File: config.mk
export PLATFORM = sky130hd
export DESIGN_NAME = encoder_knob_value_tracker
export DESIGN_NICKNAME = d
export VERILOG_FILES = /design/src/rtl/ekvt_pkg.sv /design/src/rtl/ekvt_step.sv /design/src/rtl/ekvt_fifo.sv /design/src/rtl/encoder_knob_value_tracker.sv
export SDC_FILE = /design/constraint.sdc
export NUM_CORES = 1
export LEC_CHECK = 0
export ABC_AREA = 0
export BUFFER_PORTS_ARGS = -buffer_cell sky130_fd_sc_hd__buf_2
export CELL_PAD_IN_SITES_DETAIL_PLACEMENT = 0
export CELL_PAD_IN_SITES_GLOBAL_PLACEMENT = 2
export CORE_UTILIZATION = 42
export DETAILED_ROUTE_END_ITERATION = 10
export GPL_TIMING_DRIVEN = 1
export PLACE_DENSITY = 0.9
export SLEW_MARGIN = 20
export SYNTH_ARGS = -nofsm -noshare
export SYNTH_HDL_FRONTEND = slang
export SYNTH_SLANG_ARGS = --single-unit
File: constraint.sdc
create_clock -name i_clk -period 4.3 [get_ports i_clk]
set_input_delay 0.215 -clock i_clk [delete_from_list [all_inputs] [get_ports i_clk]]
set_output_delay 0.215 -clock i_clk [all_outputs]
set_load 0.01 [all_outputs]
File: src/rtl/ekvt_pkg.sv
// Shared types, codes and constants for the knob value tracker.
`timescale 1ns / 1ps

package ekvt_pkg;

    localparam int NUM_CHANNELS = 4;
    localparam int ADDR_SHIFT   = 4;

    localparam int CH_W      = 2;
    localparam int VAL_W     = 7;
    localparam int ADDR_W    = 8;
    localparam int NIB_W     = 4;
    localparam int CFG_IDX_W = 3;
    localparam int CFG_DAT_W = 7;
    localparam int MEM_DEPTH = 2 ** CH_W;

    localparam int FIFO_DEPTH = 4;
    localparam int FIFO_AW    = 2;
    localparam int FIFO_CW    = 3;

    localparam logic [VAL_W-1:0] FULL_SCALE = 7'd127;

    localparam logic [1:0] MODE_STEP_A = 2'd0;
    localparam logic [1:0] MODE_STEP_B = 2'd1;
    localparam logic [1:0] MODE_TOGGLE = 2'd2;
    localparam logic [1:0] MODE_NOTE   = 2'd3;

    localparam logic [1:0] ROT_NONE = 2'd0;
    localparam logic [1:0] ROT_CW   = 2'd1;
    localparam logic [1:0] ROT_CCW  = 2'd2;

    localparam logic [CFG_IDX_W-1:0] REG_MODE   = 3'd0;
    localparam logic [CFG_IDX_W-1:0] REG_STEP_A = 3'd1;
    localparam logic [CFG_IDX_W-1:0] REG_STEP_B = 3'd2;
    localparam logic [CFG_IDX_W-1:0] REG_BASE   = 3'd3;
    localparam logic [CFG_IDX_W-1:0] REG_NOTE   = 3'd4;

    typedef struct packed {
        logic [1:0]       mode;
        logic [VAL_W-1:0] step_a;
        logic [VAL_W-1:0] step_b;
        logic [NIB_W-1:0] base_address;
        logic [NIB_W-1:0] note_address;
    } t_cfg;

    typedef struct packed {
        logic [VAL_W-1:0] value;
        logic             last_button;
        logic             toggle;
    } t_knob_state;

    typedef struct packed {
        logic [ADDR_W-1:0] address;
        logic [VAL_W-1:0]  value;
        logic              last;
    } t_result;

endpackage

File: src/rtl/ekvt_step.sv
// Per-word update of one channel's knob state and the reports it causes.
`timescale 1ns / 1ps

module ekvt_step
    import ekvt_pkg::*;
(
    input  t_cfg             i_cfg,
    input  logic [CH_W-1:0]  i_channel,
    input  logic             i_button,
    input  logic [1:0]       i_rotation,
    input  t_knob_state      i_state,
    output t_knob_state      o_state,
    output logic [1:0]       o_count,
    output t_result          o_res0,
    output t_result          o_res1
);

    logic              w_changed;
    logic              w_step_mode;
    logic              w_btn_rep;
    logic              w_rot_rep;
    logic [VAL_W-1:0]  w_val_btn;
    logic              w_tog_btn;
    logic [VAL_W-1:0]  w_btn_val;
    logic [VAL_W-1:0]  w_delta;
    logic [VAL_W:0]    w_sum;
    logic [VAL_W-1:0]  w_val_rot;
    logic [ADDR_W-1:0] w_ch_off;
    logic [ADDR_W-1:0] w_base_addr;
    logic [ADDR_W-1:0] w_note_addr;
    t_result           w_btn_res;
    t_result           w_rot_res;

    assign w_changed   = (i_button != i_state.last_button);
    assign w_step_mode = (i_cfg.mode == MODE_STEP_A) || (i_cfg.mode == MODE_STEP_B);
    assign w_ch_off    = ADDR_W'(i_channel) << ADDR_SHIFT;
    assign w_base_addr = ADDR_W'(i_cfg.base_address) + w_ch_off;
    assign w_note_addr = ADDR_W'(i_cfg.note_address) + w_ch_off;

    // button first
    always_comb begin
        w_val_btn = i_state.value;
        w_tog_btn = i_state.toggle;
        w_btn_rep = 1'b0;
        w_btn_val = '0;
        if (w_changed) begin
            if (i_cfg.mode == MODE_NOTE) begin
                w_btn_rep = 1'b1;
                w_btn_val = i_button ? FULL_SCALE : '0;
            end else if (i_cfg.mode == MODE_TOGGLE && i_button) begin
                w_btn_rep = 1'b1;
                w_tog_btn = ~i_state.toggle;
                w_val_btn = w_tog_btn ? FULL_SCALE : '0;
                w_btn_val = w_val_btn;
            end
        end
    end

    // then rotation, saturating at both ends
    always_comb begin
        w_delta = 7'd1;
        if (w_step_mode && i_button) begin
            w_delta = (i_cfg.mode == MODE_STEP_A) ? i_cfg.step_a : i_cfg.step_b;
        end
        w_sum     = {1'b0, w_val_btn} + {1'b0, w_delta};
        w_val_rot = w_val_btn;
        w_rot_rep = 1'b0;
        case (i_rotation)
            ROT_CW: begin
                if (w_val_btn != FULL_SCALE) begin
                    w_rot_rep = 1'b1;
                    w_val_rot = w_sum[VAL_W] ? FULL_SCALE : w_sum[VAL_W-1:0];
                end
            end
            ROT_CCW: begin
                if (w_val_btn != '0) begin
                    w_rot_rep = 1'b1;
                    w_val_rot = (w_delta >= w_val_btn) ? '0 : w_val_btn - w_delta;
                end
            end
            default: begin
                w_rot_rep = 1'b0;
            end
        endcase
    end

    assign w_btn_res.address = (i_cfg.mode == MODE_NOTE) ? w_note_addr : w_base_addr;
    assign w_btn_res.value   = w_btn_val;
    assign w_btn_res.last    = ~w_rot_rep;
    assign w_rot_res.address = w_base_addr;
    assign w_rot_res.value   = w_val_rot;
    assign w_rot_res.last    = 1'b1;

    assign o_state.value       = w_val_rot;
    assign o_state.last_button = i_button;
    assign o_state.toggle      = w_tog_btn;

    assign o_count = {1'b0, w_btn_rep} + {1'b0, w_rot_rep};
    assign o_res0  = w_btn_rep ? w_btn_res : w_rot_res;
    assign o_res1  = w_rot_res;

endmodule

File: src/rtl/ekvt_fifo.sv
// Four-word report queue taking up to two words per cycle.
`timescale 1ns / 1ps

module ekvt_fifo
    import ekvt_pkg::*;
(
    input  logic               i_clk,
    input  logic               i_rst_n,
    input  logic [1:0]         i_push_count,
    input  t_result            i_d0,
    input  t_result            i_d1,
    input  logic               i_pop,
    output t_result            o_head,
    output logic               o_valid,
    output logic [FIFO_CW-1:0] o_count
);

    t_result              r_q [FIFO_DEPTH];
    logic [FIFO_AW-1:0]   r_wptr;
    logic [FIFO_AW-1:0]   r_rptr;
    logic [FIFO_CW-1:0]   r_count;
    logic [FIFO_AW-1:0]   w_wptr1;

    assign w_wptr1 = r_wptr + 1'b1;

    always_ff @(posedge i_clk) begin
        if (i_push_count != 2'd0) begin
            r_q[r_wptr] <= i_d0;
        end
        if (i_push_count == 2'd2) begin
            r_q[w_wptr1] <= i_d1;
        end
    end

    always_ff @(posedge i_clk) begin
        if (!i_rst_n) begin
            r_wptr  <= '0;
            r_rptr  <= '0;
            r_count <= '0;
        end else begin
            r_wptr  <= r_wptr + FIFO_AW'(i_push_count);
            r_rptr  <= r_rptr + FIFO_AW'(i_pop);
            r_count <= r_count + FIFO_CW'(i_push_count) - FIFO_CW'(i_pop);
        end
    end

    assign o_head  = r_q[r_rptr];
    assign o_valid = (r_count != '0);
    assign o_count = r_count;

endmodule

File: src/rtl/encoder_knob_value_tracker.sv
// Top level of the knob value tracker: state memory, update stage and report queue.
`timescale 1ns / 1ps
//
// Channel    | Dir | Fields (low bit up)                          | Handshake
// -----------+-----+----------------------------------------------+------------------
// s_axis     | in  | tdata: channel[1:0] button[2] rotation[4:3]  | tvalid/tready
// m_axis     | out | tdata: address[7:0] value[14:8]; tlast       | tvalid/tready
// cfg        | in  | index[2:0], data[6:0]                        | valid/ready
//
// An input word is read from the state memory in its accept cycle and updated
// in the following cycle, when up to two report words enter a four-word queue.
// Words with one report or none flow at one per cycle; words with two reports
// cannot keep that rate, as the output port carries one word per cycle.
// Back-to-back words on one channel take the just-written state from a bypass.
// Synchronous active-low reset clears valid bits and queue and loads config
// defaults; stalls on m_axis back up through the queue and drop s_axis tready.
module encoder_knob_value_tracker
    import ekvt_pkg::*;
(
    input  logic                 i_clk,
    input  logic                 i_rst_n,
    // s_axis tdata: channel[1:0], button_pressed[2], rotation[4:3], zero pad
    input  logic                 i_s_axis_tvalid,
    output logic                 o_s_axis_tready,
    input  logic [7:0]           i_s_axis_tdata,
    // m_axis tdata: message_address[7:0], message_value[14:8], zero pad
    output logic                 o_m_axis_tvalid,
    input  logic                 i_m_axis_tready,
    output logic [15:0]          o_m_axis_tdata,
    output logic                 o_m_axis_tlast,
    input  logic                 i_cfg_valid,
    output logic                 o_cfg_ready,
    input  logic [CFG_IDX_W-1:0] i_cfg_index,
    input  logic [CFG_DAT_W-1:0] i_cfg_data
);

    t_cfg               r_cfg;

    // state memory, one entry per channel, valid bits stand in for the clear
    t_knob_state        r_mem [MEM_DEPTH];
    logic [MEM_DEPTH-1:0] r_vld;

    logic [CH_W-1:0]    w_in_ch;
    logic               w_in_btn;
    logic [1:0]         w_in_rot;
    logic               w_accept;
    logic               w_in_range;

    logic               r_s1_valid;
    logic [CH_W-1:0]    r_s1_ch;
    logic               r_s1_btn;
    logic [1:0]         r_s1_rot;
    t_knob_state        r_rd_data;
    logic               r_rd_vld;

    // bypass of the previous cycle's write-back
    logic               r_fwd_valid;
    logic [CH_W-1:0]    r_fwd_ch;
    t_knob_state        r_fwd_data;

    t_knob_state        w_cur_state;
    t_knob_state        w_new_state;
    logic [1:0]         w_res_count;
    logic [1:0]         w_push_count;
    t_result            w_res0;
    t_result            w_res1;
    t_result            w_head;
    logic               w_head_valid;
    logic               w_pop;
    logic [FIFO_CW-1:0] w_fifo_count;

    assign w_in_ch    = i_s_axis_tdata[1:0];
    assign w_in_btn   = i_s_axis_tdata[2];
    assign w_in_rot   = i_s_axis_tdata[4:3];
    assign w_in_range = (32'(w_in_ch) < NUM_CHANNELS);

    // room for two words from this item once the update stage has pushed its own
    assign o_s_axis_tready = ((w_fifo_count + 3'(w_push_count)) <= 3'd2);
    assign w_accept        = i_s_axis_tvalid && o_s_axis_tready;

    // config
    assign o_cfg_ready = 1'b1;

    always_ff @(posedge i_clk) begin
        if (!i_rst_n) begin
            r_cfg.mode         <= MODE_STEP_A;
            r_cfg.step_a       <= 7'd8;
            r_cfg.step_b       <= 7'd16;
            r_cfg.base_address <= 4'd0;
            r_cfg.note_address <= 4'd1;
        end else if (i_cfg_valid) begin
            case (i_cfg_index)
                REG_MODE:   r_cfg.mode         <= i_cfg_data[1:0];
                REG_STEP_A: r_cfg.step_a       <= i_cfg_data;
                REG_STEP_B: r_cfg.step_b       <= i_cfg_data;
                REG_BASE:   r_cfg.base_address <= i_cfg_data[NIB_W-1:0];
                REG_NOTE:   r_cfg.note_address <= i_cfg_data[NIB_W-1:0];
                default:    r_cfg              <= r_cfg;
            endcase
        end
    end

    // read stage
    always_ff @(posedge i_clk) begin
        r_s1_ch   <= w_in_ch;
        r_s1_btn  <= w_in_btn;
        r_s1_rot  <= w_in_rot;
        r_rd_data <= r_mem[w_in_ch];
        r_rd_vld  <= r_vld[w_in_ch];
    end

    // update stage and write-back
    assign w_cur_state = (r_fwd_valid && (r_fwd_ch == r_s1_ch)) ? r_fwd_data :
                         (r_rd_vld ? r_rd_data : '0);

    ekvt_step u_step (
        .i_cfg      (r_cfg),
        .i_channel  (r_s1_ch),
        .i_button   (r_s1_btn),
        .i_rotation (r_s1_rot),
        .i_state    (w_cur_state),
        .o_state    (w_new_state),
        .o_count    (w_res_count),
        .o_res0     (w_res0),
        .o_res1     (w_res1)
    );

    assign w_push_count = r_s1_valid ? w_res_count : 2'd0;

    always_ff @(posedge i_clk) begin
        if (r_s1_valid) begin
            r_mem[r_s1_ch] <= w_new_state;
        end
        r_fwd_ch   <= r_s1_ch;
        r_fwd_data <= w_new_state;
    end

    always_ff @(posedge i_clk) begin
        if (!i_rst_n) begin
            r_s1_valid  <= 1'b0;
            r_fwd_valid <= 1'b0;
            r_vld       <= '0;
        end else begin
            r_s1_valid  <= w_accept && w_in_range;
            r_fwd_valid <= r_s1_valid;
            if (r_s1_valid) begin
                r_vld[r_s1_ch] <= 1'b1;
            end
        end
    end

    // output queue
    assign w_pop = w_head_valid && i_m_axis_tready;

    ekvt_fifo u_fifo (
        .i_clk        (i_clk),
        .i_rst_n      (i_rst_n),
        .i_push_count (w_push_count),
        .i_d0         (w_res0),
        .i_d1         (w_res1),
        .i_pop        (w_pop),
        .o_head       (w_head),
        .o_valid      (w_head_valid),
        .o_count      (w_fifo_count)
    );

    assign o_m_axis_tvalid = w_head_valid;
    assign o_m_axis_tdata  = {1'b0, w_head.value, w_head.address};
    assign o_m_axis_tlast  = w_head.last;

`ifndef SYNTH
    a_fifo_bound: assert property (@(posedge i_clk) disable iff (!i_rst_n)
        (w_fifo_count <= 3'(FIFO_DEPTH)))
        else $error("report queue over-filled");

    a_push_fits: assert property (@(posedge i_clk) disable iff (!i_rst_n)
        r_s1_valid |-> ((w_fifo_count + 3'(w_push_count)) <= 3'(FIFO_DEPTH)))
        else $error("update stage pushed into a full queue");

    a_two_need_button: assert property (@(posedge i_clk) disable iff (!i_rst_n)
        (r_s1_valid && (w_push_count == 2'd2)) |->
            ((r_cfg.mode == MODE_TOGGLE) || (r_cfg.mode == MODE_NOTE)))
        else $error("two reports in a step mode");
`endif

endmodule
## Word-level counts from Yosys, hierarchy flattened

Memory sizes are Yosys's and may differ from the RTL's. A register that Yosys moved wholly into a read port is not among the register bits.
Cells that the tools add are included.

- Bits in writable memories: 100
- Flip-flop bits (word level): 54
- Input bits: 23
- Memories kept: 2
- Output and inout bits: 20
- Logic and storage cells: 109

Memories:

| memory | depth | bits a word | rd ports | clocked after memory_dff | wr ports | RTL line | text |
|---|---|---|---|---|---|---|---|
| u_fifo.r_q | 4 | 16 | 1 | 1 | 2 | ekvt_fifo.sv:18 | `t_result r_q [FIFO_DEPTH];` |
| r_mem | 4 | 9 | 1 | 1 | 1 | encoder_knob_value_tracker.sv:40 | `t_knob_state r_mem [MEM_DEPTH];` |

- Mux-type cells: 40
- $lt $le $gt $ge: 5
- Equality and inequality tests: 13
- $add $sub $neg: 10
- Reductions and logical operators: 17
- Bitwise operators: 3

Operators by type and width:

| operator | number |
|---|---|
| 7-bit two-way mux | 14 |
| 9-bit two-way mux | 2 |
| 1-bit two-way mux | 16 |
| 16-bit two-way mux | 1 |
| 4-bit by 6-bit adder with 7-bit output | 2 |
| 7-bit one-hot mux with 2 select lines | 1 |
| 2-bit AND reduction | 5 |
| 7-bit by 7-bit adder with 8-bit output | 1 |
| 2-bit == test, second input constant | 4 |
| 8-bit two-way mux | 1 |
| 7-bit >= comparator | 1 |
| 7-bit != test, second input constant | 1 |
| 7-bit nonzero test | 1 |
| 7-bit subtractor | 1 |
| 3-bit by 2-bit == test with 1-bit output, second input constant | 2 |
| 1-bit logical AND | 6 |
| 2-bit by 3-bit less-than comparator with 1-bit output, second input constant | 2 |
| 2-bit by 1-bit == test with 1-bit output, second input constant | 2 |
| 2-bit two-way mux | 2 |
| 4-bit OR | 1 |
| 3-bit by 2-bit adder with 3-bit output | 1 |
| 3-bit by 1-bit == test with 1-bit output, second input constant | 1 |
| 3-bit == test, second input constant | 1 |
| 3-bit by 2-bit less-or-equal comparator with 1-bit output, second input constant | 1 |
| other kinds (17) | 18 |

## Longest topological paths before layout

- Word-level depth: 15
- Depth in mapped cells: 16
- Depth with buffers taken out: 15

## Cells and area by module

From an unflattened synthesis, not the netlist that was laid out.

- Cells, all modules: 648
- Area, all modules: 8567.0 sq um

Modules (own cells, without submodules):

| module | instances | cells each | seq. area each (sq um) | area an instance (sq um) |
|---|---|---|---|---|
| ekvt_fifo | 1 | 198 | 2062.0 | 3603.5 |
| encoder_knob_value_tracker | 1 | 217 | 2202.1 | 3278.1 |
| ekvt_step | 1 | 233 | 0.0 | 1685.4 |

## Worst setup path after synthesis

No wires, ideal clock.

- Kind: flip-flop to flip-flop
- Start point: register r_s1_ch[1]
- End point: memory u_fifo.r_q[3][10] (netlist name), enable pin
- Setup time: 0.407 ns
- Period minus slack after synthesis: 3.692 ns
- Arrival: 3.285 ns
- Slack: 0.608 ns
- Stages on the path, launching flop included: 12
- Required time: 3.893 ns
- Path buffers: 2
- Cell sequence: dfxtp_1 > buf_4 > xnor2_2 > and3_1 > buf_6 > mux2_4 > o2111a_2 > nand2b_1 > a21oi_1 > ha_1 > o21ai_1 > o21ai_0

RTL lines:

| item | RTL line | text |
|---|---|---|
| start, declared | encoder_knob_value_tracker.sv:50 | `logic [CH_W-1:0] r_s1_ch;` |
| start signal, assigned | encoder_knob_value_tracker.sv:105 | `r_s1_ch <= w_in_ch;` |
| end, declared | ekvt_fifo.sv:18 |  |

## Worst setup path after layout

- Start point: register r_fwd_ch[0]
- End point: output o_s_axis_tready

- Cells in the longest elaborated chain, start to end: 14
- Elaborated cells on any way between the ends: 18
- Classes of those cells: add/sub: 2; order compare: 1; eq/ne: 3; mux: 10; reduce/logical: 2

RTL lines:

| item | RTL line | text |
|---|---|---|
| start, declared | encoder_knob_value_tracker.sv:58 | `logic [CH_W-1:0] r_fwd_ch;` |
| start signal, assigned | encoder_knob_value_tracker.sv:134 | `r_fwd_ch <= r_s1_ch;` |
| 2-bit == test * | encoder_knob_value_tracker.sv:113 | `assign w_cur_state = (r_fwd_valid && (r_fwd_ch == r_s1_ch)) ? r_fwd_data :` |
| 1-bit logical AND * | encoder_knob_value_tracker.sv:113 |  |
| 9-bit two-way mux * | encoder_knob_value_tracker.sv:113 |  |
| 7-bit two-way mux | ekvt_step.sv:53 | `w_val_btn = w_tog_btn ? FULL_SCALE : '0;` |
| 7-bit two-way mux | ekvt_step.sv:50 | `end else if (i_cfg.mode == MODE_TOGGLE && i_button) begin` |
| 7-bit two-way mux | ekvt_step.sv:47 | `if (i_cfg.mode == MODE_NOTE) begin` |
| 7-bit two-way mux | ekvt_step.sv:46 | `if (w_changed) begin` |
| 7-bit != test / 7-bit nonzero test (equally long branches) | ekvt_step.sv:70, ekvt_step.sv:76 |  |
| 1-bit two-way mux, on equally long branches | ekvt_step.sv:70, ekvt_step.sv:76 |  |
| 1-bit one-hot mux with 2 select lines | ekvt_step.sv:68 | `case (i_rotation)` |
| 1-bit by 1-bit adder with 2-bit output * | ekvt_step.sv:98 | `assign o_count = {1'b0, w_btn_rep} + {1'b0, w_rot_rep};` |
| 2-bit two-way mux * | encoder_knob_value_tracker.sv:128 | `assign w_push_count = r_s1_valid ? w_res_count : 2'd0;` |
| 3-bit by 2-bit adder with 3-bit output * | encoder_knob_value_tracker.sv:78 | `assign o_s_axis_tready = ((w_fifo_count + 3'(w_push_count)) <= 3'd2);` |
| 3-bit by 2-bit less-or-equal comparator with 1-bit output * | encoder_knob_value_tracker.sv:78 |  |
| end, declared | encoder_knob_value_tracker.sv:24 | `output logic o_s_axis_tready,` |

Mark *: on every way between the ends. The rest lies on a longest branch, timed or not.

==> qor.txt <==
Outcome -> finished clean
Hold path startpoint -> i_s_axis_tvalid
Crit. End Element -> output port
Int Pwr -> 2840 uW
Switch share -> 23.75%
Vias per inst -> 5.570
Port bufs -> 35
Multi-input gate area -> 0.003277 mm2
Global route total overflow -> 0
Setup TNS -> 0 ns
Antenna-violating nets left -> 0
Clk sinks -> 155
Psw -> 884.5 uW
Vias in the first global route -> 5,089
LEAKAGE -> 0.003294 uW
Register area share after synthesis -> 53.03%
Mapped cell area -> 0.007512 mm2
Row cnt -> 48
Biggest area consumer among synthesized cells -> edfxtp_1
Synth top cells by count -> edfxtp_1 (88), dfxtp_1 (67), nand2_1 (39), a21oi_1 (35)
Seq pwr share -> 45.6%
WL per Instance -> 18.48 um
CTS H-tree depth -> 4
Slew Viols, Final -> 0
Cell variety after synth -> 69
Flops & latches, synth -> 155
Setup bufs post-CTS -> 0
Tightest Pin Transition -> 0.9740 ns
Data required, critical path -> 4.09 ns
Synth Area per Inst -> 12.36 um2
DR iter-0 viols -> 420
Crit path arrival time -> 3.71 ns
Die Width -> 135.7 um
R2R Setup Slk -> 0.41 ns
Largest delay contributor family on the critical path -> adder cells
CTS tree -> built
Post-synthesis async set-or-reset flop share -> 0%
Min-Delay Path Class -> in -> reg
Cells on worst reg2reg path -> 12
Placed insts -> 873
Total core area -> 0.01736 mm2
Comb power frac -> 12.8%
DIE AREA -> 0.01843 mm2
Crit-path max cell delay -> 0.44 ns
CP Max Fanout -> 7
Routed vias -> 5,058
# diodes -> 0
FF-to-FF End -> u_fifo.r_q[3][6]
Initial antenna violation count -> 0
Final HPWL from detailed placement -> 12,380 um
Hold depth -> 2
Synth top area cells -> edfxtp_1 (35%), dfxtp_1 (18%), mux4_2 (7.2%), ha_1 (4.0%), mux2i_1 (3.9%)
PD cells -> 425.9 mW/mm2
Num CTS Buffers -> 17
DRC errors left -> 0
Max transition margin -> 34.94%
CTS Buffer Depth -> 2
Slowest CP cell -> fa_1
Post-synth EDFFs -> 88
FF-to-FF Start -> r_rd_vld
First-pass GRT wire length -> 26,490 um
I/O pin total -> 43
RSZ-0062 raised after global routing -> false
First-pass DRT Iterations -> 5
Layout area overhead -> 16.42%
Critical path origin -> r_fwd_ch[0]
Skew final -> 0.005932 ns
CP bufs+invs -> 3
Largest net degree at the start of global routing -> 38
Reg area -> 0.003988 mm2
Fillers -> 1,542
Post-Layout Cell Count -> 908
Yosys warnings -> 0
Initial Util -> 43.28%
Mapped Cells -> 608
GRT Overall Usage -> 19.38%
Most common cell in the synthesized netlist -> edfxtp_1
Worst setup path class -> reg -> out
Maximum clock frequency -> 254.6 MHz
Routed wire length -> 16,780 um
Die Ht -> 135.7 um
Crit-path cells -> xnor2_2 > and3_2 > mux2_4 > o2111a_2 > nand2b_1 > a21oi_1 > ha_1 > and2_1 > ha_1 > inv_1 > fa_1 > inv_1 > a21oi_1 > buf_2
Post-synth top area share -> 35.18%
Clock transition at path regs -> 0.06 ns
Clock root cell -> clkbuf_16
Max-cap violations -> 0
Clk pwr share -> 41.7%
Top_reg_cell synth -> edfxtp_1
Final min period -> 3.928 ns
Share of layout cells above drive strength 1 -> 22.84%
Period utilization -> 91.35%
Nets -> 720
Peak VDD IR -> 0.0002814 V
Final Wtd Congestion -> 0.8952
Skew-Pair Late Insertion Delay -> 0.42 ns
Hold endpoint -> r_s1_valid
Worst setup SP type -> register
Endpoints failing hold -> 0
Final number of setup-violating endpoints -> 0
-- per-layer routing --
metal | GRT usage [%] | share of wire [%] | routed length [um]
met1 | 25.31 | 45 | 7568
met2 | 31.01 | 48 | 8029
met3 | 3.816 | 4.9 | 824
met4 | 8.801 | 2.1 | 356
met5 | 0 | 0 | 0
-- state kept, by name (all words and copies together), names as in the netlist, 2 cells and up --
signal and flops:
u_fifo.r_q 56, r_mem 36, r_cfg 24, r_fwd_data 9
r_rd_data 9, r_vld 4, u_fifo.o_count 3, r_fwd_ch 2
r_s1_ch 2, r_s1_rot 2, u_fifo.r_rptr 2, u_fifo.r_wptr 2
-- worst reg2reg max path, stage by stage (launching register included) --
cell      delay, ns
dfxtp_1        0.49
o21ai_0        0.18
and2_1         0.21
mux2_2         0.33
or2_2          0.34
ha_1           0.42
o21bai_1       0.25
o31ai_1        0.46
xor2_1         0.21
a31oi_1        0.11
o22ai_1        0.37
buf_4          0.21
a21oi_1        0.06
-- repair_timing --
| item | in CTS | in global routing |
|---|---|---|
| endpoints found under the hold margin | 3 | 0 |
| endpoints found under the setup margin | 0 | 1 |
| hold buffers | 3 | 0 |
| resized for setup | 0 | 5 |
-- power by group through the flow --
stage / sequential [uW] / clock, uW / combinational, uW
2_1_floorplan: 1680 / 0 / 352
3_3_place_gp: 1730 / 0 / 463
3_5_place_dp: 1730 / 0 / 473
4_1_cts: 1700 / 1570 / 479
5_1_grt: 1710 / 1640 / 522
6_report: 1700 / 1550 / 476
-- cell usage in the layout (no fill, tap or decap), types with 4 or more instances in the layout --
| cell | instances |
|---|---|
| a22o_1 | 8 |
| nand3_1 | 11 |
| clkinv_2 | 4 |
| clkbuf_16 | 19 |
| o22ai_1 | 5 |
| xnor2_1 | 10 |
| o21ai_0 | 5 |
| o21a_1 | 4 |
| nand2_1 | 39 |
| ha_1 | 24 |
| buf_4 | 34 |
| o21ai_1 | 10 |
| edfxtp_1 | 88 |
| o41ai_2 | 5 |
| mux4_2 | 24 |
| a31oi_1 | 7 |
| mux2_2 | 7 |
| nor3_1 | 4 |
| a32o_1 | 8 |
| mux2i_1 | 28 |
| o21bai_1 | 4 |
| a21oi_1 | 35 |
| and3_1 | 4 |
| a21boi_1 | 4 |
| xor2_1 | 5 |
| dfxtp_1 | 64 |
| and2_1 | 25 |
| nor2_1 | 18 |
| inv_1 | 29 |
| nand2b_1 | 7 |
| buf_2 | 35 |
| conb_1 | 4 |
| nor2b_1 | 28 |
| nor3b_1 | 4 |
-- final cells by class --
type | instances | share of cell area [%]
timing repair buffer | 72 | 5.265
inverter | 31 | 1.330
multi-input combinational | 393 | 37.47
clock inverter | 10 | 1.559
tap | 225 | 3.219
clock buffer | 22 | 5.565
sequential | 155 | 45.59
-- kinds of logic (layout without fill, tap and decap cells) --
family                   after synthesis  in the layout  share of synthesized area (%)
multiplexers                          61             61                          12.31
other                                  2              4                        0.09997
flip-flops                           155            155                          53.03
buffers and inverters                 62            135                          3.597
AND/OR/NAND/NOR                      163            163                          12.21
adder cells (fa/ha/maj)               27             27                          4.797
XOR/XNOR                              17             17                          2.182
AO/OA/AOI/OAI                        121            121                          11.78
-- worst max-delay path by stage --
stage	end	slack, ns	cells past startpoint
5_1_grt	o_s_axis_tready	0.02	15
3_3_place_gp	u_fifo.r_q[2][6]	0.50	14
6_report	o_s_axis_tready	0.37	14
2_1_floorplan	u_fifo.r_q[3][10]	0.61	11
3_5_place_dp	u_fifo.r_q[0][7]	0.41	13
4_1_cts	o_s_axis_tready	0.11	15
-- metrics by stage --
stage	hold slack [ns]	util, %	power (uW)	area (um2)	worst slack (ns)
3_5_place_dp	0.3227	46.54	2203	8078	0.4074
6_report	0.03373	50.39	3725	8746	0.3718
2_1_floorplan	0.2427	-	2037	7520	0.6080
3_3_place_gp	0.3328	46.54	2188	8078	0.4959
4_1_cts	0.01556	50.30	3752	8731	0.1091
5_1_grt	0.01969	50.39	3872	8746	0.02344
Power figures use the tool's default switching activity.
